### src/ddde_pkg.sv
// shared types, constants and helpers of the digit display encoder
package ddde_pkg;

	localparam int unsigned DISPLAY_POSITIONS = 4;

	localparam logic [14:0] INT_LIMIT  = 15'd1000;
	localparam logic [14:0] SAT_LIMIT  = 15'd999;
	localparam logic [2:0]  MAX_WANT   = 3'(DISPLAY_POSITIONS);
	localparam logic [2:0]  POS_FIRST  = 3'(DISPLAY_POSITIONS);
	localparam logic [2:0]  POS_UNIT   = 3'd1;
	localparam logic [2:0]  POS_PRE    = 3'd2;
	localparam logic [3:0]  LAST_SUM   = 4'(DISPLAY_POSITIONS + 1);
	localparam logic [2:0]  K_WIDE     = 3'd4;
	localparam logic [2:0]  K_NARROW   = 3'd2;
	localparam logic [2:0]  K_THOUSAND = 3'd3;
	localparam logic [2:0]  K_UNITS    = 3'd0;
	localparam logic [3:0]  UNIT_SMALL = 4'd1;
	localparam logic [3:0]  UNIT_LARGE = 4'd2;

	typedef enum logic [1:0] {
		SRC_INT,
		SRC_FRAC,
		SRC_UNIT
	} src_t;

	typedef struct packed {
		logic       load;
		logic       emit;
		logic       extract;
		logic       frac_step;
		src_t       sel;
		logic [2:0] pos;
		logic       point;
		logic       last;
	} cmd_t;

	typedef struct packed {
		logic       action;
		logic       big;
		logic [2:0] want;
		logic [3:0] int_digit;
		logic [2:0] k;
	} status_t;

	function automatic logic [16:0] pow10(input logic [2:0] k);
		logic [16:0] p;
		case (k)
			3'd0: p = 17'd1;
			3'd1: p = 17'd10;
			3'd2: p = 17'd100;
			3'd3: p = 17'd1000;
			3'd4: p = 17'd10000;
			default: p = 17'd1;
		endcase
		return p;
	endfunction

endpackage

### src/ddde_dp.sv
// datapath: operand registers, digit extraction and output payload registers
module ddde_dp import ddde_pkg::*; (
	input  logic        clk,
	input  logic        action,
	input  logic [14:0] whole,
	input  logic [15:0] fraction,
	input  logic [2:0]  digits,
	input  cmd_t        cmd,
	output status_t     st,
	output logic [3:0]  digit_value,
	output logic [2:0]  position,
	output logic        point,
	output logic        last
);

	logic [14:0] r_q;
	logic [2:0]  k_q;
	logic [15:0] frac_q;
	logic        action_q;
	logic        big_q;
	logic [2:0]  want_q;
	logic [3:0]  digit_q;
	logic [2:0]  pos_q;
	logic        point_q;
	logic        last_q;

	logic [16:0] pw;
	logic [16:0] thr [0:9];
	logic [3:0]  dig;
	logic [14:0] rem;
	logic [19:0] ft;

	// digit of r_q at weight 10^k by parallel compare against its multiples
	always_comb begin
		pw = pow10(k_q);
		for (int j = 0; j < 10; j++) begin
			thr[j] = 17'(pw * 17'(j));
		end
		dig = 4'd0;
		for (int j = 1; j < 10; j++) begin
			if ({2'b00, r_q} >= thr[j]) begin
				dig = 4'(j);
			end
		end
		rem = 15'({2'b00, r_q} - thr[dig]);
		ft  = ({4'd0, frac_q} << 3) + ({4'd0, frac_q} << 1);
	end

	always_ff @(posedge clk) begin
		if (cmd.load) begin
			action_q <= action;
			big_q    <= (whole >= INT_LIMIT);
			frac_q   <= fraction;
			want_q   <= (digits > MAX_WANT) ? MAX_WANT : digits;
			if (action) begin
				r_q <= (whole > SAT_LIMIT) ? SAT_LIMIT : whole;
				k_q <= K_NARROW;
			end else begin
				r_q <= whole;
				k_q <= (whole >= INT_LIMIT) ? K_WIDE : K_NARROW;
			end
		end else begin
			if (cmd.extract) begin
				r_q <= rem;
				k_q <= k_q - 3'd1;
			end
			if (cmd.frac_step) begin
				frac_q <= ft[15:0];
			end
		end
		if (cmd.emit) begin
			case (cmd.sel)
				SRC_INT:  digit_q <= dig;
				SRC_FRAC: digit_q <= ft[19:16];
				SRC_UNIT: digit_q <= big_q ? UNIT_LARGE : UNIT_SMALL;
				default:  digit_q <= dig;
			endcase
			pos_q   <= cmd.pos;
			point_q <= cmd.point;
			last_q  <= cmd.last;
		end
	end

	assign st.action    = action_q;
	assign st.big       = big_q;
	assign st.want      = want_q;
	assign st.int_digit = dig;
	assign st.k         = k_q;

	assign digit_value = digit_q;
	assign position    = pos_q;
	assign point       = point_q;
	assign last        = last_q;

endmodule

### src/ddde_ctrl.sv
// controller: sequences the digit codes of one request and owns both handshakes
module ddde_ctrl import ddde_pkg::*; (
	input  logic    clk,
	input  logic    arst_n,
	input  logic    in_valid,
	output logic    in_stall,
	output logic    out_valid,
	input  logic    out_stall,
	input  status_t st,
	output cmd_t    cmd
);

	typedef enum logic [1:0] {
		IDLE,
		INT_DIG,
		FRAC_DIG,
		UNIT_DIG
	} state_t;

	state_t     state_q, state_d;
	logic [2:0] pos_q, pos_d;
	logic       started_q, started_d;
	logic       out_valid_q, out_valid_d;

	logic       slot;
	logic       show;
	logic       ends;
	logic [3:0] pos_sum;

	always_comb begin
		slot    = !out_valid_q || !out_stall;
		pos_sum = {1'b0, pos_q} + {1'b0, st.want};
		// no fraction digit left once the next position would overflow the request
		ends    = (pos_sum <= LAST_SUM);
		// leading zeros are dropped except in integer mode below a thousand and for the units digit
		show    = (!st.action && !st.big) || started_q || (st.int_digit != 4'd0)
			|| (st.k == K_UNITS);

		cmd       = '0;
		cmd.sel   = SRC_INT;
		cmd.pos   = pos_q;
		state_d   = state_q;
		pos_d     = pos_q;
		started_d = started_q;

		case (state_q)
			IDLE: begin
				if (in_valid) begin
					cmd.load  = 1'b1;
					state_d   = INT_DIG;
					pos_d     = POS_FIRST;
					started_d = 1'b0;
				end
			end
			INT_DIG: begin
				if (!show) begin
					cmd.extract = 1'b1;
				end else if (slot) begin
					cmd.extract = 1'b1;
					cmd.emit    = 1'b1;
					cmd.point   = st.action ? (st.k == K_UNITS)
						: (st.big && (st.k == K_THOUSAND));
					cmd.last    = st.action && (st.k == K_UNITS) && ends;
					pos_d       = pos_q - 3'd1;
					started_d   = 1'b1;
					if (!st.action) begin
						if (pos_q == POS_PRE) begin
							state_d = UNIT_DIG;
						end
					end else if (st.k == K_UNITS) begin
						state_d = ends ? IDLE : FRAC_DIG;
					end
				end
			end
			FRAC_DIG: begin
				if (slot) begin
					cmd.emit      = 1'b1;
					cmd.frac_step = 1'b1;
					cmd.sel       = SRC_FRAC;
					cmd.last      = ends;
					pos_d         = pos_q - 3'd1;
					if (ends) begin
						state_d = IDLE;
					end
				end
			end
			UNIT_DIG: begin
				if (slot) begin
					cmd.emit = 1'b1;
					cmd.sel  = SRC_UNIT;
					cmd.pos  = POS_UNIT;
					cmd.last = 1'b1;
					state_d  = IDLE;
				end
			end
			default: begin
				state_d = IDLE;
			end
		endcase

		if (cmd.emit) begin
			out_valid_d = 1'b1;
		end else if (!out_stall) begin
			out_valid_d = 1'b0;
		end else begin
			out_valid_d = out_valid_q;
		end
	end

	always_ff @(posedge clk or negedge arst_n) begin
		if (!arst_n) begin
			state_q     <= IDLE;
			pos_q       <= POS_FIRST;
			started_q   <= 1'b0;
			out_valid_q <= 1'b0;
		end else begin
			state_q     <= state_d;
			pos_q       <= pos_d;
			started_q   <= started_d;
			out_valid_q <= out_valid_d;
		end
	end

	assign in_stall  = (state_q != IDLE);
	assign out_valid = out_valid_q;

endmodule

### src/decimal_digit_display_encoder.sv
// top level of the decimal digit display encoder
// Usage:
// A request (action, whole, fraction, digits) is taken on the input channel
// when in_valid is high and in_stall is low. It becomes a run of one to four
// digit codes on the output channel, positions 4 down to 1, the final one
// marked by last. A code moves when out_valid is high and out_stall is low.
// Integer mode sends three digits and a unit code; fixed-point mode sends
// the integer part without leading zeros, point on its units digit, then
// fraction digits up to the requested number of positions.
// The request is first loaded into the operand registers; the first code
// then passes the output register, held back by each dropped leading zero.
// The controller steps one digit per cycle, while the receiver does not
// stall, through a single output register; a request occupies the block
// from its load through each of its codes and each dropped zero.
// in_stall stays high until the last code of the run is in the output
// register; the next request can then be taken while that code still waits.
// A stalled receiver freezes the run with the pending code held in place.
// Reset clears the controller and the output valid; the block starts idle.
module decimal_digit_display_encoder import ddde_pkg::*; (
	input  logic        clk,
	input  logic        arst_n,
	input  logic        in_valid,
	output logic        in_stall,
	input  logic        action,
	input  logic [14:0] whole,
	input  logic [15:0] fraction,
	input  logic [2:0]  digits,
	output logic        out_valid,
	input  logic        out_stall,
	output logic [3:0]  digit_value,
	output logic [2:0]  position,
	output logic        point,
	output logic        last
);

	cmd_t    cmd;
	status_t st;

	ddde_ctrl u_ctrl (
		.clk       (clk),
		.arst_n    (arst_n),
		.in_valid  (in_valid),
		.in_stall  (in_stall),
		.out_valid (out_valid),
		.out_stall (out_stall),
		.st        (st),
		.cmd       (cmd)
	);

	ddde_dp u_dp (
		.clk         (clk),
		.action      (action),
		.whole       (whole),
		.fraction    (fraction),
		.digits      (digits),
		.cmd         (cmd),
		.st          (st),
		.digit_value (digit_value),
		.position    (position),
		.point       (point),
		.last        (last)
	);

endmodule

### config.mk
export PLATFORM = sky130hd
export DESIGN_NAME = decimal_digit_display_encoder
export DESIGN_NICKNAME = d
export VERILOG_FILES = /design/src/ddde_pkg.sv /design/src/ddde_dp.sv /design/src/ddde_ctrl.sv /design/src/decimal_digit_display_encoder.sv
export SDC_FILE = /design/constraint.sdc
export NUM_CORES = 1
export LEC_CHECK = 0
export ABC_CLOCK_PERIOD_IN_PS = 10200
export BUFFER_PORTS_ARGS = -buffer_cell sky130_fd_sc_hd__buf_2
export CORE_MARGIN = 8
export CORE_UTILIZATION = 30
export CTS_CLUSTER_DIAMETER = 120
export DETAILED_ROUTE_END_ITERATION = 16
export GPL_ROUTABILITY_DRIVEN = 1
export PLACE_DENSITY = 0.5
export SETUP_SLACK_MARGIN = 0.15
export SLEW_MARGIN = 10
export SYNTH_ARGS = -nofsm -noshare
export SYNTH_HDL_FRONTEND = slang
export SYNTH_SLANG_ARGS = --single-unit
export TNS_END_PERCENT = 50
### constraint.sdc
create_clock -name clk -period 10.2 [get_ports clk]
set_input_delay 1.02 -clock clk [delete_from_list [all_inputs] [get_ports clk]]
set_output_delay 1.02 -clock clk [all_outputs]
set_load 0.05 [all_outputs]
# After elaboration in Yosys (flattened, before gate mapping)
# Index checks and enable logic that the tools add are counted.
# W data, S select, Z words.
# word_totals
romBits	0
mem_bits_rw	0
latchBits	0
n_memories	0
out_inout_bits	11
register_bits	55
in_bits	39
# classes
addsub	5
n_reduce_logical	25
magnitude_cmp	14
muxes	64
n_bitwise	1
shift	0
multipliers	5
eq_ne	19
div_mod_pow	0
# ops
cell	n
$ge A15 B17 Y1	6
$mux W15	6
$bmux W17 S4	1
$pmux W14 S4	1
$mux W3	13
$mul A14 B3 Y17 const B	2
$mul A14 B2 Y16 const B	2
$mux W16	2
$mux W2	14
$add A19 B17 Y20	1
$mul A14 B4 Y17 const B	1
$mux W1	17
$ge A15 B16 Y1	1
$ge A15 B10 Y1 const B	1
$ge A15 B14 Y1	1
$ge A15 B15 Y1	1
$gt A15 B10 Y1 const B	1
$sub A15 B15 Y15	1
$ne A2 B1 Y1 const B	6
$eq A3 B2 Y1 const B	3
$pmux W3 S3	1
$mux W4	2
$pmux W2 S4	1
$pmux W4 S2	1
29 further kinds	47

# Logic depth before layout (Yosys ltp)
# Gate-level depths: netlist (run 1).
# logic_depth
depth_word	19
mapped_depth	42
ltp_nobuf	40

# By module
# Synthesis (run 1) repeated with hierarchy kept, for this count alone.
# unflattened
hier_cells	1013
hier_area_um2	8604.5
# modules_own_cells
module	seq_area_each_um2	cells_per_inst	instances	area_per_inst_um2
ddde_dp	1441.4	919	1	7846.3
ddde_ctrl	176.4	94	1	758.2

# Worst setup path after synthesis (run 1)
# No wires, ideal clock.
# synth_timing
path_type	flip-flop to flip-flop
startpoint	reg u_dp.k_q[0]
endpoint	reg u_dp.r_q[14] (data pin)
period_less_slack_ns	8.525
arrival_ns	8.390
setup_time_ns	0.135
t_required_ns	10.065
path_slack_ns	1.675
stages_incl_launch_ff	39
cell_sequence	edfxtp_1 -> ha_1 -> nand2b_1 -> inv_1 -> o21ai_0 -> inv_1 -> fa_1 -> fa_1 -> a21oi_1 -> nor2_1 -> nor2_1 -> o21bai_1 -> a21oi_1 -> o21ai_0 -> a21oi_1 -> xnor2_1 -> ha_1 -> a211oi_1 -> (+3 left out) -> o31ai_4 -> nand4_2 -> a31oi_4 -> buf_4 -> buf_2 -> nor2_1 -> ha_1 -> fa_1 -> nand2b_1 -> a21boi_1 -> o21ai_1 -> a2111oi_1 -> nor2_1 -> a21oi_1 -> a31oi_1 -> or4_1 -> a21o_1 -> nand3_1
# synth_between
elab_chain_cells	19
# synth_lines
item	line_no	rtl
start: declaration	ddde_dp.sv:17	logic [2:0] k_q;
start signal: assignment	ddde_dp.sv:60	k_q <= (whole >= INT_LIMIT) ? K_WIDE : K_NARROW;
start signal: assignment	ddde_dp.sv:65	k_q <= k_q - 3'd1;
$eq A3 B3 Y1, or another cell as far along	ddde_pkg.sv:47	case (k)
$pmux W14 S4 (*)	ddde_pkg.sv:47	
parallel branches: the longest is 11 deep, another holds $ge A15 B17 Y1	-	
$bmux W17 S4 (*)	ddde_dp.sv:45	rem = 15'({2'b00, r_q} - thr[dig]);
$mux W15 (implied by the code) (*) (2 in a row)	ddde_dp.sv:45	
$sub A15 B15 Y15 (*)	ddde_dp.sv:45	
$mux W15 (*)	ddde_dp.sv:63	if (cmd.extract) begin
$mux W15 (*)	ddde_dp.sv:50	if (cmd.load) begin
end signal: assignment	ddde_dp.sv:56	r_q <= (whole > SAT_LIMIT) ? SAT_LIMIT : whole;
end signal: assignment	ddde_dp.sv:59	r_q <= whole;
end signal: assignment	ddde_dp.sv:64	r_q <= rem;
end: declaration	ddde_dp.sv:16	logic [14:0] r_q;
# Mark *: on every way between the ends. The select of a mux whose other input is x is not followed.
# A chain may end at the register's enable or synchronous reset.

# Worst setup path in the final report (run 1)
# Ends and elaborated chain as after synthesis.

==> impl_results.html, run 1 <==
<table>
<tr><th>Metric</th><th>Value</th></tr>
<tr><th colspan="2">Detailed routing</th></tr>
<tr><td>Overall routed net length</td><td>28000 um</td></tr>
<tr><td>Drt wl/cell</td><td>19.4 um</td></tr>
<tr><td>Via total after detailed routing</td><td>7786</td></tr>
<tr><td>Number of iterations in the first detailed-routing pass</td><td>5</td></tr>
<tr><td>Initial DRC Count</td><td>601</td></tr>
<tr><td>Metal3 WL</td><td>1800 um</td></tr>
<tr><td>Per-cell via count in the routed design</td><td>5.37</td></tr>
<tr><td>DR top layer</td><td>met4</td></tr>
<tr><td>Routed Antenna Nets</td><td>0</td></tr>
<tr><td>Metal2 WL</td><td>12400 um</td></tr>
<tr><td>Wire length on met1</td><td>13000 um</td></tr>
<tr><td>Remaining routing DRC violations</td><td>0</td></tr>
<tr><th colspan="2">Die</th></tr>
<tr><td>Die Wd</td><td>186 um</td></tr>
<tr><td>Row count</td><td>62</td></tr>
<tr><td>I/O pin count</td><td>50</td></tr>
<tr><td>Initial core utilization</td><td>30.3%</td></tr>
<tr><td>Die footprint</td><td>34500 um2</td></tr>
<tr><td>Vert. Die Dim</td><td>186 um</td></tr>
<tr><td>Total core area</td><td>28500 um2</td></tr>
<tr><th colspan="2">Critical path</th></tr>
<tr><td>Worst setup slack for register-to-register paths</td><td>900 ps</td></tr>
<tr><td>Worst path buffer plus inverter count</td><td>3</td></tr>
<tr><td>Critical register-to-register path startpoint</td><td>u_dp.k_q[0]</td></tr>
<tr><td>Data arrival time of the critical path</td><td>9470 ps</td></tr>
<tr><td>Critical Path Start Type</td><td>flip-flop</td></tr>
<tr><td>Setup CP Type</td><td>reg2reg</td></tr>
<tr><td>Dominant delay contributor by cell family on the critical path</td><td>compound AO/OA/AOI/OAI gates</td></tr>
<tr><td>Worst-path maximum fanout</td><td>37</td></tr>
<tr><td>CP max stage delay</td><td>560 ps</td></tr>
<tr><td>Category of the worst setup path capture point</td><td>flip-flop</td></tr>
<tr><td>Cell occurring most often along the worst timing path</td><td>sky130_fd_sc_hd__a21oi_1</td></tr>
<tr><td>Crit Reg-Reg Endpoint</td><td>u_dp.r_q[14]</td></tr>
<tr><td>Required time at the endpoint of the critical path</td><td>10370 ps</td></tr>
<tr><td>Worst reg2reg path depth</td><td>36</td></tr>
<tr><td>Slowest cell on crit path</td><td>sky130_fd_sc_hd__fa_1</td></tr>
<tr><th colspan="2">CTS</th></tr>
<tr><td>Number of clock sinks</td><td>55</td></tr>
<tr><td>Clk buf depth</td><td>2</td></tr>
<tr><td>Number of H-tree levels</td><td>2</td></tr>
<tr><td>CTS Root Buffer Type</td><td>sky130_fd_sc_hd__clkbuf_16</td></tr>
<tr><td>Clock latency reported for the late side of the worst-skew pair</td><td>310 ps</td></tr>
<tr><td>Number of CTS-inserted buffers</td><td>5</td></tr>
<tr><td>Hold bufs inserted after CTS</td><td>0</td></tr>
<tr><td>CTS clock-pin slew for the worst setup and hold paths</td><td>80 ps</td></tr>
<tr><td>CTS tree</td><td>done</td></tr>
<tr><th colspan="2">Synthesis</th></tr>
<tr><td>Synth area leader</td><td>sky130_fd_sc_hd__ha_1</td></tr>
<tr><td>Synth area leaders</td><td>sky130_fd_sc_hd__ha_1 25%, sky130_fd_sc_hd__edfxtp_1 17%, sky130_fd_sc_hd__a21oi_1 5.5%, sky130_fd_sc_hd__nand2_1 3.4%, sky130_fd_sc_hd__inv_1 3.3%</td></tr>
<tr><td>Cell area after synthesis</td><td>8640 um2</td></tr>
<tr><td>Ys async rst share</td><td>12.7%</td></tr>
<tr><td>Ys Warns</td><td>0</td></tr>
<tr><td>Post-Syn Instances</td><td>1014</td></tr>
<tr><td>Sequential element share of the synthesized area</td><td>18.7%</td></tr>
<tr><td>Flip-flop and latch count after synthesis</td><td>55</td></tr>
<tr><td>Portion of synthesized cell area occupied by the leading cell type</td><td>25.3%</td></tr>
<tr><td>Count of unique library cells instantiated by Yosys</td><td>94</td></tr>
<tr><td>Count of flip-flops with a built-in enable after synthesis</td><td>48</td></tr>
<tr><td>Mapped Avg Cell Area</td><td>8.52 um2</td></tr>
<tr><td>Predominant post-synthesis flop cell</td><td>sky130_fd_sc_hd__edfxtp_1</td></tr>
<tr><th colspan="2">Global routing</th></tr>
<tr><td>Maximum number of pins on one net before global-route repair</td><td>46</td></tr>
<tr><td>Via count of the first global-routing pass</td><td>7861</td></tr>
<tr><td>Global-route usage over all layers</td><td>16.4%</td></tr>
<tr><td>First-pass GRT wire length</td><td>43800 um</td></tr>
<tr><td>Number of antenna violations at the first check in global routing</td><td>0</td></tr>
<tr><td>Global route total overflow</td><td>0</td></tr>
<tr><th colspan="2">Layout</th></tr>
<tr><td>Number of nets in the layout</td><td>1289</td></tr>
<tr><td>Fillers</td><td>3073</td></tr>
<tr><td>Commonest cells after routing, fill and taps aside</td><td>175 x sky130_fd_sc_hd__ha_1, 95 x sky130_fd_sc_hd__a21oi_1, 77 x sky130_fd_sc_hd__nand2_1, 77 x sky130_fd_sc_hd__nor2_1, 76 x sky130_fd_sc_hd__inv_1</td></tr>
<tr><td>Ratio of cells with drive above 1 in the final layout</td><td>10.6%</td></tr>
<tr><td>Share of the core filled with cells in the final layout</td><td>33.3%</td></tr>
<tr><td>Most common cell after layout, fill and taps aside</td><td>sky130_fd_sc_hd__ha_1</td></tr>
<tr><td>Area overhead of the layout relative to synthesis</td><td>10.1%</td></tr>
<tr><td>Final design instance area without fill</td><td>9520 um2</td></tr>
<tr><td>ANT cells</td><td>0</td></tr>
<tr><th colspan="2">Place</th></tr>
<tr><td>Placement Cell Area</td><td>9350 um2</td></tr>
<tr><td>Detailed placement HPWL</td><td>22700 um</td></tr>
<tr><td>Placer's final routability congestion estimate</td><td>0.953</td></tr>
<tr><td># port buffers</td><td>49</td></tr>
<tr><th colspan="2">STA</th></tr>
<tr><td>Final worst clock skew</td><td>10.2 ps</td></tr>
<tr><td>Max frequency</td><td>0.108 GHz</td></tr>
<tr><td>Number of failing hold endpoints at the final stage</td><td>0</td></tr>
<tr><td>Number of setup violations in the final report</td><td>0</td></tr>
<tr><td>Slew at the pin closest to its max-slew limit</td><td>880 ps</td></tr>
<tr><td>Worst slack on hold paths</td><td>537 ps</td></tr>
<tr><td>Final period utilization</td><td>91.1%</td></tr>
<tr><td>Post-Route Setup TNS</td><td>0 ps</td></tr>
<tr><td>Final Max Slew Viols</td><td>0</td></tr>
<tr><td>Setup repair after global routing missed its margin</td><td>no</td></tr>
<tr><td>Slew HR</td><td>41.1%</td></tr>
<tr><td>Final critical path time including I/O delays and setup</td><td>9300 ps</td></tr>
<tr><th colspan="2">Outcome</th></tr>
<tr><td>Result of the run</td><td>finished clean</td></tr>
<tr><th colspan="2">Hold path</th></tr>
<tr><td>Kind of path behind the tightest hold check</td><td>in2async</td></tr>
<tr><th colspan="2">Job</th></tr>
<tr><td>Max Cap Viol</td><td>0</td></tr>
</table>
-- cells by family (layout without fill, tap and decap cells) --
kind of cell | Yosys count | in the layout | synth area share (%)
other cells | 2 | 5 | 0.0869
buf+inv | 102 | 150 | 5.01
simple gates | 306 | 306 | 18.0
compound gates | 302 | 302 | 23.9
mux | 17 | 17 | 1.98
flops | 55 | 55 | 18.7
xor+xnor | 44 | 44 | 4.46
fa+ha+maj | 186 | 186 | 27.9
-- stage by stage --
step           cells  worst slack, ps
2_1_floorplan   1017             1680
3_3_place_gp    1439             1040
3_5_place_dp    1439              819
4_1_cts         1447              789
5_1_grt         1449              217
6_report        1449              904
-- final cells by class --
class / instances / area (um2) / share of cell area [%]
Inverter: 78 / 297 / 3.11
Tap cell: 384 / 480 / 5.05
Clock buffer: 5 / 125 / 1.31
Clock inverter: 3 / 23.8 / 0.250
Timing Repair Buffer: 64 / 358 / 3.76
Sequential cell: 55 / 1620 / 17.0
Multi-Input combinational cell: 860 / 6620 / 69.5
-- worst max path at each step --
stage	to	start	cells past startpoint
3_5_place_dp	u_dp.r_q[14]	u_dp.k_q[1]	37
6_report	u_dp.r_q[14]	u_dp.k_q[0]	36
3_3_place_gp	u_dp.r_q[14]	u_dp.k_q[1]	37
4_1_cts	u_dp.r_q[14]	u_dp.k_q[1]	37
2_1_floorplan	u_dp.r_q[14]	u_dp.k_q[0]	38
5_1_grt	u_dp.r_q[14]	u_dp.k_q[1]	37
-- what timing repair did --
item	CTS	global route
endpoints found under the setup margin	0	1
gates resized for setup	0	1
setup buffers	0	2
-- registers in the layout (all words and copies together), names as in the netlist --
name	count
u_ctrl.out_valid	1
u_dp.big_q	1
u_ctrl.pos_q	3
u_dp.r_q	15
u_dp.action_q	1
u_dp.position	3
u_dp.k_q	3
u_ctrl.state_q	2
u_dp.digit_value	4
u_dp.frac_q	16
u_dp.point	1
u_dp.last	1
u_ctrl.started_q	1
u_dp.want_q	3
-- synth_stat cells, drive strengths merged, types with 4 or more instances --
| cell | n |
|---|---|
| nand2b | 13 |
| buf | 12 |
| edfxtp | 48 |
| nor3 | 28 |
| nand3 | 28 |
| or3 | 6 |
| a221oi | 4 |
| dfrtp | 6 |
| mux2i | 16 |
| nor2 | 77 |
| nand2 | 78 |
| ha | 175 |
| a31oi | 7 |
| a31o | 4 |
| xor2 | 22 |
| nor4 | 6 |
| a2111oi | 8 |
| o31ai | 9 |
| nand4 | 19 |
| clkbuf | 12 |
| and2 | 6 |
| fa | 11 |
| inv | 78 |
| a21boi | 8 |
| a211o | 4 |
| a21o | 22 |
| or2 | 7 |
| a211oi | 15 |
| o21a | 8 |
| o211ai | 16 |
| o21bai | 6 |
| o22ai | 5 |
| xnor2 | 22 |
| o21ai | 53 |
| and3 | 10 |
| nor2b | 12 |
| a21oi | 100 |
-- layer usage --
layer,vias to the layer above,GRT usage (%)
li1,3896,-
met1,3598,22.2
met2,250,26.0
met3,42,2.95
met4,0,5.27
met5,-,0
Power of run 1 is not shown: default switching activity piles up to over one toggle a cycle in this logic, so the estimate is an artifact.
==> run 2, diff against run 1 <==
--- a/config.mk
+++ b/config.mk
@@ -5,6 +5,7 @@
 export SDC_FILE = /design/constraint.sdc
 export NUM_CORES = 1
 export LEC_CHECK = 0
+export ABC_AREA = 1
 export ABC_CLOCK_PERIOD_IN_PS = 10200
 export BUFFER_PORTS_ARGS = -buffer_cell sky130_fd_sc_hd__buf_2
 export CORE_MARGIN = 8
==> impl_results.html, run 2 <==
<table>
<tr><th>Metric</th><th>Value</th></tr>
<tr><th colspan="2">Outcome</th></tr>
<tr><td>Result of the run</td><td>finished clean (unchanged)</td></tr>
<tr><th colspan="2">Layout</th></tr>
<tr><td>ANT cells</td><td>0 (unchanged)</td></tr>
<tr><td>Number of nets in the layout</td><td>1493 (was 1289)</td></tr>
<tr><td>Largest register FFs</td><td>16 (unchanged)</td></tr>
<tr><td>Area overhead of the layout relative to synthesis</td><td>9.43% (was 10.1%)</td></tr>
<tr><td>Final design instance area without fill</td><td>9630 um2 (was 9520 um2)</td></tr>
<tr><td>Most common cell after layout, fill and taps aside</td><td>sky130_fd_sc_hd__nand2_1 (was sky130_fd_sc_hd__ha_1)</td></tr>
<tr><td>Commonest cells after routing, fill and taps aside</td><td>284 x sky130_fd_sc_hd__nand2_1, 175 x sky130_fd_sc_hd__ha_1, 146 x sky130_fd_sc_hd__inv_1 (was 175 x sky130_fd_sc_hd__ha_1, 95 x sky130_fd_sc_hd__a21oi_1, 77 x sky130_fd_sc_hd__nand2_1, 77 x sky130_fd_sc_hd__nor2_1, 76 x sky130_fd_sc_hd__inv_1)</td></tr>
<tr><td>Register with the highest flop count</td><td>u_dp.frac_q (unchanged)</td></tr>
<tr><td>Share of the core filled with cells in the final layout</td><td>33.4% (was 33.3%)</td></tr>
<tr><td>Ratio of cells with drive above 1 in the final layout</td><td>7.64% (was 10.6%)</td></tr>
<tr><td>Fillers</td><td>3081 (was 3073)</td></tr>
<tr><th colspan="2">CTS</th></tr>
<tr><td>Clk buf depth</td><td>2 (unchanged)</td></tr>
<tr><td>Clock latency reported for the late side of the worst-skew pair</td><td>300 ps (was 310 ps)</td></tr>
<tr><td>CTS clock-pin slew for the worst setup and hold paths</td><td>70 ps (was 80 ps)</td></tr>
<tr><td>Number of CTS-inserted buffers</td><td>5 (unchanged)</td></tr>
<tr><td>Number of H-tree levels</td><td>2 (unchanged)</td></tr>
<tr><td>Number of clock sinks</td><td>55 (unchanged)</td></tr>
<tr><td>CTS Root Buffer Type</td><td>sky130_fd_sc_hd__clkbuf_16 (unchanged)</td></tr>
<tr><td>CTS tree</td><td>done (unchanged)</td></tr>
<tr><th colspan="2">Critical path</th></tr>
<tr><td>Setup CP Type</td><td>reg2reg (unchanged)</td></tr>
<tr><td>Cell occurring most often along the worst timing path</td><td>sky130_fd_sc_hd__nand2_1 (was sky130_fd_sc_hd__a21oi_1)</td></tr>
<tr><td>Slowest cell on crit path</td><td>sky130_fd_sc_hd__nor3_4 (was sky130_fd_sc_hd__fa_1)</td></tr>
<tr><td>Origin of the worst setup path</td><td>u_dp.k_q[0] (unchanged)</td></tr>
<tr><td>Critical Path Start Type</td><td>flip-flop (unchanged)</td></tr>
<tr><td>Data arrival time of the critical path</td><td>9190 ps (was 9470 ps)</td></tr>
<tr><td>Critical register-to-register path startpoint</td><td>u_dp.k_q[0] (unchanged)</td></tr>
<tr><td>Worst-path maximum fanout</td><td>12 (was 37)</td></tr>
<tr><td>Required time at the endpoint of the critical path</td><td>10230 ps (was 10370 ps)</td></tr>
<tr><td>Category of the worst setup path capture point</td><td>flip-flop (unchanged)</td></tr>
<tr><td>CP max stage delay</td><td>550 ps (was 560 ps)</td></tr>
<tr><th colspan="2">Detailed routing</th></tr>
<tr><td>Overall routed net length</td><td>28600 um (was 28000 um)</td></tr>
<tr><td>Remaining routing DRC violations</td><td>0 (unchanged)</td></tr>
<tr><td>Routed Antenna Nets</td><td>0 (unchanged)</td></tr>
<tr><td>Number of iterations in the first detailed-routing pass</td><td>5 (unchanged)</td></tr>
<tr><td>Via total after detailed routing</td><td>8457 (was 7786)</td></tr>
<tr><td>Initial DRC Count</td><td>682 (was 601)</td></tr>
<tr><td>Drt wl/cell</td><td>17.3 um (was 19.4 um)</td></tr>
<tr><td>Per-cell via count in the routed design</td><td>5.12 (was 5.37)</td></tr>
<tr><th colspan="2">Die</th></tr>
<tr><td>Row count</td><td>62 (unchanged)</td></tr>
<tr><td>Die footprint</td><td>35100 um2 (was 34500 um2)</td></tr>
<tr><td>Vert. Die Dim</td><td>187 um (was 186 um)</td></tr>
<tr><td>I/O pin count</td><td>50 (unchanged)</td></tr>
<tr><td>Die Wd</td><td>187 um (was 186 um)</td></tr>
<tr><td>Total core area</td><td>28800 um2 (was 28500 um2)</td></tr>
<tr><td>Initial core utilization</td><td>30.6% (was 30.3%)</td></tr>
<tr><th colspan="2">Synthesis</th></tr>
<tr><td>Ys async rst share</td><td>12.7% (unchanged)</td></tr>
<tr><td>Predominant post-synthesis flop cell</td><td>sky130_fd_sc_hd__edfxtp_1 (unchanged)</td></tr>
<tr><td>Synth area leaders</td><td>sky130_fd_sc_hd__ha_1 25%, sky130_fd_sc_hd__edfxtp_1 16%, sky130_fd_sc_hd__nand2_1 12%, sky130_fd_sc_hd__inv_1 6.2%, sky130_fd_sc_hd__a21oi_1 5.6% (was sky130_fd_sc_hd__ha_1 25%, sky130_fd_sc_hd__edfxtp_1 17%, sky130_fd_sc_hd__a21oi_1 5.5%, sky130_fd_sc_hd__nand2_1 3.4%, sky130_fd_sc_hd__inv_1 3.3%)</td></tr>
<tr><td>Cell area after synthesis</td><td>8800 um2 (was 8640 um2)</td></tr>
<tr><td>Ys Warns</td><td>0 (unchanged)</td></tr>
<tr><td>Most common cell in the netlist</td><td>sky130_fd_sc_hd__nand2_1 (was sky130_fd_sc_hd__ha_1)</td></tr>
<tr><td>Synth area leader</td><td>sky130_fd_sc_hd__ha_1 (unchanged)</td></tr>
<tr><td>List of most frequent post-synthesis cells</td><td>284 x sky130_fd_sc_hd__nand2_1, 175 x sky130_fd_sc_hd__ha_1, 146 x sky130_fd_sc_hd__inv_1 (was 175 x sky130_fd_sc_hd__ha_1, 95 x sky130_fd_sc_hd__a21oi_1, 78 x sky130_fd_sc_hd__nand2_1)</td></tr>
<tr><td>Count of unique library cells instantiated by Yosys</td><td>58 (was 94)</td></tr>
<tr><td>Portion of synthesized cell area occupied by the leading cell type</td><td>24.9% (was 25.3%)</td></tr>
<tr><td>Post-Syn Instances</td><td>1224 (was 1014)</td></tr>
<tr><td>Sequential element share of the synthesized area</td><td>18.4% (was 18.7%)</td></tr>
<tr><td>Flip-flop and latch count after synthesis</td><td>55 (unchanged)</td></tr>
<tr><td>Count of flip-flops with a built-in enable after synthesis</td><td>48 (unchanged)</td></tr>
<tr><td>Mapped Avg Cell Area</td><td>7.19 um2 (was 8.52 um2)</td></tr>
<tr><th colspan="2">Job</th></tr>
<tr><td>Max Cap Viol</td><td>0 (unchanged)</td></tr>
<tr><th colspan="2">Global routing</th></tr>
<tr><td>Number of antenna violations at the first check in global routing</td><td>0 (unchanged)</td></tr>
<tr><td>Via count of the first global-routing pass</td><td>8237 (was 7861)</td></tr>
<tr><td>First-pass GRT wire length</td><td>45100 um (was 43800 um)</td></tr>
<tr><td>Global-route usage over all layers</td><td>15.9% (was 16.4%)</td></tr>
<tr><td>Global route total overflow</td><td>0 (unchanged)</td></tr>
<tr><td>Maximum number of pins on one net before global-route repair</td><td>49 (was 46)</td></tr>
<tr><th colspan="2">STA</th></tr>
<tr><td>Final critical path time including I/O delays and setup</td><td>9150 ps (was 9300 ps)</td></tr>
<tr><td>Setup repair after global routing missed its margin</td><td>no (unchanged)</td></tr>
<tr><td>Final Max Slew Viols</td><td>0 (unchanged)</td></tr>
<tr><td>Slew HR</td><td>41.4% (was 41.1%)</td></tr>
<tr><td>Final worst clock skew</td><td>5.70 ps (was 10.2 ps)</td></tr>
<tr><td>Post-Route Setup TNS</td><td>0 ps (unchanged)</td></tr>
<tr><td>Final period utilization</td><td>89.8% (was 91.1%)</td></tr>
<tr><td>Number of setup violations in the final report</td><td>0 (unchanged)</td></tr>
<tr><td>Slew at the pin closest to its max-slew limit</td><td>877 ps (was 880 ps)</td></tr>
<tr><td>Number of failing hold endpoints at the final stage</td><td>0 (unchanged)</td></tr>
<tr><td>Max frequency</td><td>0.109 GHz (was 0.108 GHz)</td></tr>
<tr><th colspan="2">Hold path</th></tr>
<tr><td>Kind of path behind the tightest hold check</td><td>reg2reg (was in2async)</td></tr>
<tr><td>Beginning of the worst hold path</td><td>u_ctrl.pos_q[2]</td></tr>
<tr><th colspan="2">Place</th></tr>
<tr><td>Detailed placement HPWL</td><td>23200 um (was 22700 um)</td></tr>
<tr><td>Placer's final routability congestion estimate</td><td>0.893 (was 0.953)</td></tr>
<tr><td># port buffers</td><td>49 (unchanged)</td></tr>
<tr><td>Placement Cell Area</td><td>9460 um2 (was 9350 um2)</td></tr>
</table>
-- run 2: cell count changes after synthesis, moves of 12 or more --
cell	change
sky130_fd_sc_hd__nand2_1	+206
sky130_fd_sc_hd__inv_1	+69
sky130_fd_sc_hd__nand3_1	+49
sky130_fd_sc_hd__o21ai_0	+37
sky130_fd_sc_hd__a21o_1	-16
sky130_fd_sc_hd__mux2i_1	-16
sky130_fd_sc_hd__nand2b_1	-13
sky130_fd_sc_hd__nor2b_1	-12
-- run 2: worst max-delay path: cells and delay by family, from the launching register on --
family	cells	cell delay, ps
AOI/OAI and AO/OA	15	2320
xor gates and xnor gates	2	350
adders and majority gates	5	1720
buffers and inverters	2	540
DFF	1	460
and+or+nand+nor	21	3490
-- run 2: final timing paths --
check | end | cells past startpoint | slack [ps]
max | u_dp.r_q[12] | 45 | 1050
min | u_ctrl.pos_q[2] | 2 | 510
max reg2reg | u_dp.r_q[12] | 45 | 1050
min reg2reg | u_ctrl.pos_q[2] | 2 | 510
max in group asynchronous | u_ctrl.pos_q[2] | 1 | 9410
min in group asynchronous | u_ctrl.out_valid | 1 | 550
-- run 2: per-layer routing --
layer / part of all wire [%] / up-vias / track usage, %
met1: 47 / 3921 / 21.0
li1: - / 4276 / -
met3: 4.0 / 42 / 1.12
met4: 2.2 / 0 / 4.40
met2: 47 / 218 / 27.4
met5: 0 / - / 0
-- run 2: cells by family after synthesis --
family,synth area share (%)
and+or+nand+nor,25.7
buffers and inverters,8.12
AOI/OAI and AO/OA,16.1
adders and majority gates,27.4
DFF,18.4
other,0.0854
xor gates and xnor gates,4.17
-- run 2: layout make-up --
type                       instances  area, um2  area share [%]
clock inverter                     3       38.8           0.403
tap                              384        480            4.99
multi-input combinational        995       6480            67.4
timing repair buffer              55        290            3.02
inverter                         156        591            6.13
clock buffer                       5        125            1.30
sequential                        55       1620            16.8
-- run 2: repair_timing --
item | in CTS | in global routing
hold buffers | 0 | 0
gates resized for setup | 0 | 1
setup endpoints to repair | 0 | 2
buffers inserted | 0 | 0
-- run 2: stage by stage --
| step | setup slack [ps] | hold slack, ps | cells |
|---|---|---|---|
| finish | 1050 | 508 | 1653 |
| CTS | 959 | 510 | 1653 |
| detailed placement | 1000 | 500 | 1645 |
| floorplan | 2910 | 476 | 1227 |
| global placement | 1220 | 497 | 1645 |
| global route | 260 | 558 | 1653 |
Power of run 2 is left out for the same reason.
==> run 3, diff against run 2 <==
--- a/config.mk
+++ b/config.mk
@@ -6,7 +6,7 @@
 export NUM_CORES = 1
 export LEC_CHECK = 0
 export ABC_AREA = 1
-export ABC_CLOCK_PERIOD_IN_PS = 10200
+export ABC_CLOCK_PERIOD_IN_PS = 9900
 export BUFFER_PORTS_ARGS = -buffer_cell sky130_fd_sc_hd__buf_2
 export CORE_MARGIN = 8
 export CORE_UTILIZATION = 30
==> constraint.sdc (replaced) <==
create_clock -name clk -period 9.9 [get_ports clk]
set_input_delay 0.99 -clock clk [delete_from_list [all_inputs] [get_ports clk]]
set_output_delay 0.99 -clock clk [all_outputs]
set_load 0.05 [all_outputs]
==> impl_results.html, run 3 (synthesis gave the netlist of run 2 again) <==
<table>
<tr><th>Metric</th><th>Value</th></tr>
<tr><th colspan="2">CTS</th></tr>
<tr><td>Post-CTS Resized</td><td>0 (unchanged)</td></tr>
<tr><td>Number of clock sinks</td><td>55 (unchanged)</td></tr>
<tr><td>Clk buf depth</td><td>2 (unchanged)</td></tr>
<tr><td>Hold bufs inserted after CTS</td><td>0 (unchanged)</td></tr>
<tr><td>Number of H-tree levels</td><td>2 (unchanged)</td></tr>
<tr><td>CTS clock-pin slew for the worst setup and hold paths</td><td>70 ps (about the same)</td></tr>
<tr><td>Post-CTS setup buffer count</td><td>0 (unchanged)</td></tr>
<tr><td>CTS Root Buffer Type</td><td>sky130_fd_sc_hd__clkbuf_16 (unchanged)</td></tr>
<tr><td>CTS tree</td><td>done (unchanged)</td></tr>
<tr><td>Clock latency reported for the late side of the worst-skew pair</td><td>290 ps (was 300 ps)</td></tr>
<tr><td>Number of CTS-inserted buffers</td><td>5 (unchanged)</td></tr>
<tr><th colspan="2">Critical path</th></tr>
<tr><td>Worst-path maximum fanout</td><td>37 (was 12)</td></tr>
<tr><td>Data arrival time of the critical path</td><td>8890 ps (was 9190 ps)</td></tr>
<tr><td>Worst path buffer plus inverter count</td><td>4 (was 2)</td></tr>
<tr><td>Slowest cell on crit path</td><td>sky130_fd_sc_hd__nor3_4 (unchanged)</td></tr>
<tr><td>Dominant delay contributor by cell family on the critical path</td><td>simple AND/OR/NAND/NOR gates (unchanged)</td></tr>
<tr><td>Critical Path Start Type</td><td>flip-flop (unchanged)</td></tr>
<tr><td>Cell occurring most often along the worst timing path</td><td>sky130_fd_sc_hd__nand2_1 (unchanged)</td></tr>
<tr><td>Category of the worst setup path capture point</td><td>flip-flop (unchanged)</td></tr>
<tr><td>Required time at the endpoint of the critical path</td><td>9930 ps (was 10230 ps)</td></tr>
<tr><td>Setup CP Type</td><td>reg2reg (unchanged)</td></tr>
<tr><td>CP max stage delay</td><td>540 ps (was 550 ps)</td></tr>
<tr><th colspan="2">STA</th></tr>
<tr><td>Max frequency</td><td>0.113 GHz (was 0.109 GHz)</td></tr>
<tr><td>Slew at the pin closest to its max-slew limit</td><td>1070 ps (was 877 ps)</td></tr>
<tr><td>Final critical path time including I/O delays and setup</td><td>8860 ps (was 9150 ps)</td></tr>
<tr><td>Number of setup violations in the final report</td><td>0 (unchanged)</td></tr>
<tr><td>Number of failing hold endpoints at the final stage</td><td>0 (unchanged)</td></tr>
<tr><td>Final period utilization</td><td>89.5% (was 89.8%)</td></tr>
<tr><td>Setup repair after global routing missed its margin</td><td>no (unchanged)</td></tr>
<tr><td>Post-Route Setup TNS</td><td>0 ps (unchanged)</td></tr>
<tr><td>Final worst clock skew</td><td>7.49 ps (was 5.70 ps)</td></tr>
<tr><td>Final Max Slew Viols</td><td>0 (unchanged)</td></tr>
<tr><td>Slew HR</td><td>28.4% (was 41.4%)</td></tr>
<tr><th colspan="2">Die</th></tr>
<tr><td>I/O pin count</td><td>50 (unchanged)</td></tr>
<tr><td>Row count</td><td>62 (unchanged)</td></tr>
<tr><td>Die footprint</td><td>35100 um2 (unchanged)</td></tr>
<tr><td>Initial core utilization</td><td>30.6% (unchanged)</td></tr>
<tr><td>Total core area</td><td>28800 um2 (unchanged)</td></tr>
<tr><td>Vert. Die Dim</td><td>187 um (unchanged)</td></tr>
<tr><td>Die Wd</td><td>187 um (unchanged)</td></tr>
<tr><th colspan="2">Detailed routing</th></tr>
<tr><td>Number of iterations in the first detailed-routing pass</td><td>6 (was 5)</td></tr>
<tr><td>Overall routed net length</td><td>28900 um (was 28600 um)</td></tr>
<tr><td>Per-cell via count in the routed design</td><td>5.07 (was 5.12)</td></tr>
<tr><td>Via total after detailed routing</td><td>8395 (was 8457)</td></tr>
<tr><td>Routed Antenna Nets</td><td>0 (unchanged)</td></tr>
<tr><td>Remaining routing DRC violations</td><td>0 (unchanged)</td></tr>
<tr><td>Drt wl/cell</td><td>17.5 um (was 17.3 um)</td></tr>
<tr><td>Initial DRC Count</td><td>738 (was 682)</td></tr>
<tr><th colspan="2">Layout</th></tr>
<tr><td>Largest register FFs</td><td>16 (unchanged)</td></tr>
<tr><td>Commonest cells after routing, fill and taps aside</td><td>284 x sky130_fd_sc_hd__nand2_1, 175 x sky130_fd_sc_hd__ha_1, 146 x sky130_fd_sc_hd__inv_1 (unchanged)</td></tr>
<tr><td>Area overhead of the layout relative to synthesis</td><td>9.33% (was 9.43%)</td></tr>
<tr><td>ANT cells</td><td>0 (unchanged)</td></tr>
<tr><td>Most common cell after layout, fill and taps aside</td><td>sky130_fd_sc_hd__nand2_1 (unchanged)</td></tr>
<tr><td>Number of nets in the layout</td><td>1495 (was 1493)</td></tr>
<tr><td>Register with the highest flop count</td><td>u_dp.frac_q (unchanged)</td></tr>
<tr><td>Ratio of cells with drive above 1 in the final layout</td><td>7.79% (was 7.64%)</td></tr>
<tr><th colspan="2">Job</th></tr>
<tr><td>Max Cap Viol</td><td>0 (unchanged)</td></tr>
<tr><th colspan="2">Global routing</th></tr>
<tr><td>Global-route usage over all layers</td><td>16.0% (was 15.9%)</td></tr>
<tr><td>Via count of the first global-routing pass</td><td>8067 (was 8237)</td></tr>
<tr><td>First-pass GRT wire length</td><td>45200 um (was 45100 um)</td></tr>
<tr><td>Maximum number of pins on one net before global-route repair</td><td>49 (unchanged)</td></tr>
<tr><td>Number of antenna violations at the first check in global routing</td><td>0 (unchanged)</td></tr>
<tr><td>Global route total overflow</td><td>0 (unchanged)</td></tr>
<tr><th colspan="2">Outcome</th></tr>
<tr><td>Result of the run</td><td>finished clean (unchanged)</td></tr>
<tr><th colspan="2">Place</th></tr>
<tr><td>Detailed placement HPWL</td><td>23400 um (was 23200 um)</td></tr>
<tr><td>Placer's final routability congestion estimate</td><td>0.909 (was 0.893)</td></tr>
<tr><td># port buffers</td><td>49 (unchanged)</td></tr>
<tr><th colspan="2">Hold path</th></tr>
<tr><td>Kind of path behind the tightest hold check</td><td>reg2reg (unchanged)</td></tr>
</table>
run 3: metal layers:
layer / vias to the layer above / wire (um) / global-route usage, % / share of wire [%]
met1: 3823 / 13300 / 21.6 / 46
li1: 4275 / - / - / -
met2: 255 / 13400 / 27.0 / 46
met4: 0 / 691 / 4.09 / 2.4
met3: 42 / 1570 / 1.38 / 5.4
met5: - / 0 / 0 / 0
run 3: metrics by stage:
| step | util (%) | instance area, um2 | hold slack, ps | worst slack, ps | std cells |
|---|---|---|---|---|---|
| finish | 33.4 | 9620 | 511 | 1040 | 1655 |
| global route | 33.4 | 9620 | 532 | 274 | 1655 |
| CTS | 33.4 | 9620 | 515 | 1120 | 1655 |
| detailed placement | 32.9 | 9470 | 504 | 1160 | 1647 |
| global placement | 32.9 | 9470 | 497 | 1320 | 1647 |
| floorplan | - | 8810 | 476 | 2610 | 1227 |
run 3: area by class of cell:
cell class	count	area, um2
Tap cell	384	480
Sequential cell	55	1620
Inverter	156	591
Clock buffer	7	143
Fill cell	3079	19200
Multi-Input combinational cell	995	6480
Timing Repair Buffer	57	305
Clock inverter	1	5.00
run 3: worst register-to-register path: cells and delay by family (launching register included):
family | cells | cell delay, ps
compound gates | 13 | 2040
xor+xnor | 2 | 300
fa+ha+maj | 5 | 1770
buf+inv | 4 | 570
flops | 1 | 440
simple gates | 23 | 3490
run 3: path summary, 6_finish.rpt:
kind	startpoint	end	slack [ps]	cells past startpoint
max reg2reg	u_dp.k_q[0]	u_dp.r_q[12]	1040	47
max in group asynchronous	arst_n	u_ctrl.pos_q[2]	9140	1
min reg2reg	u_ctrl.pos_q[2]	u_ctrl.pos_q[2]	510	2
min in group asynchronous	arst_n	u_ctrl.out_valid	520	1
min	u_ctrl.pos_q[2]	u_ctrl.pos_q[2]	510	2
max	u_dp.k_q[0]	u_dp.r_q[12]	1040	47
Power of run 3 is left out for the same reason.
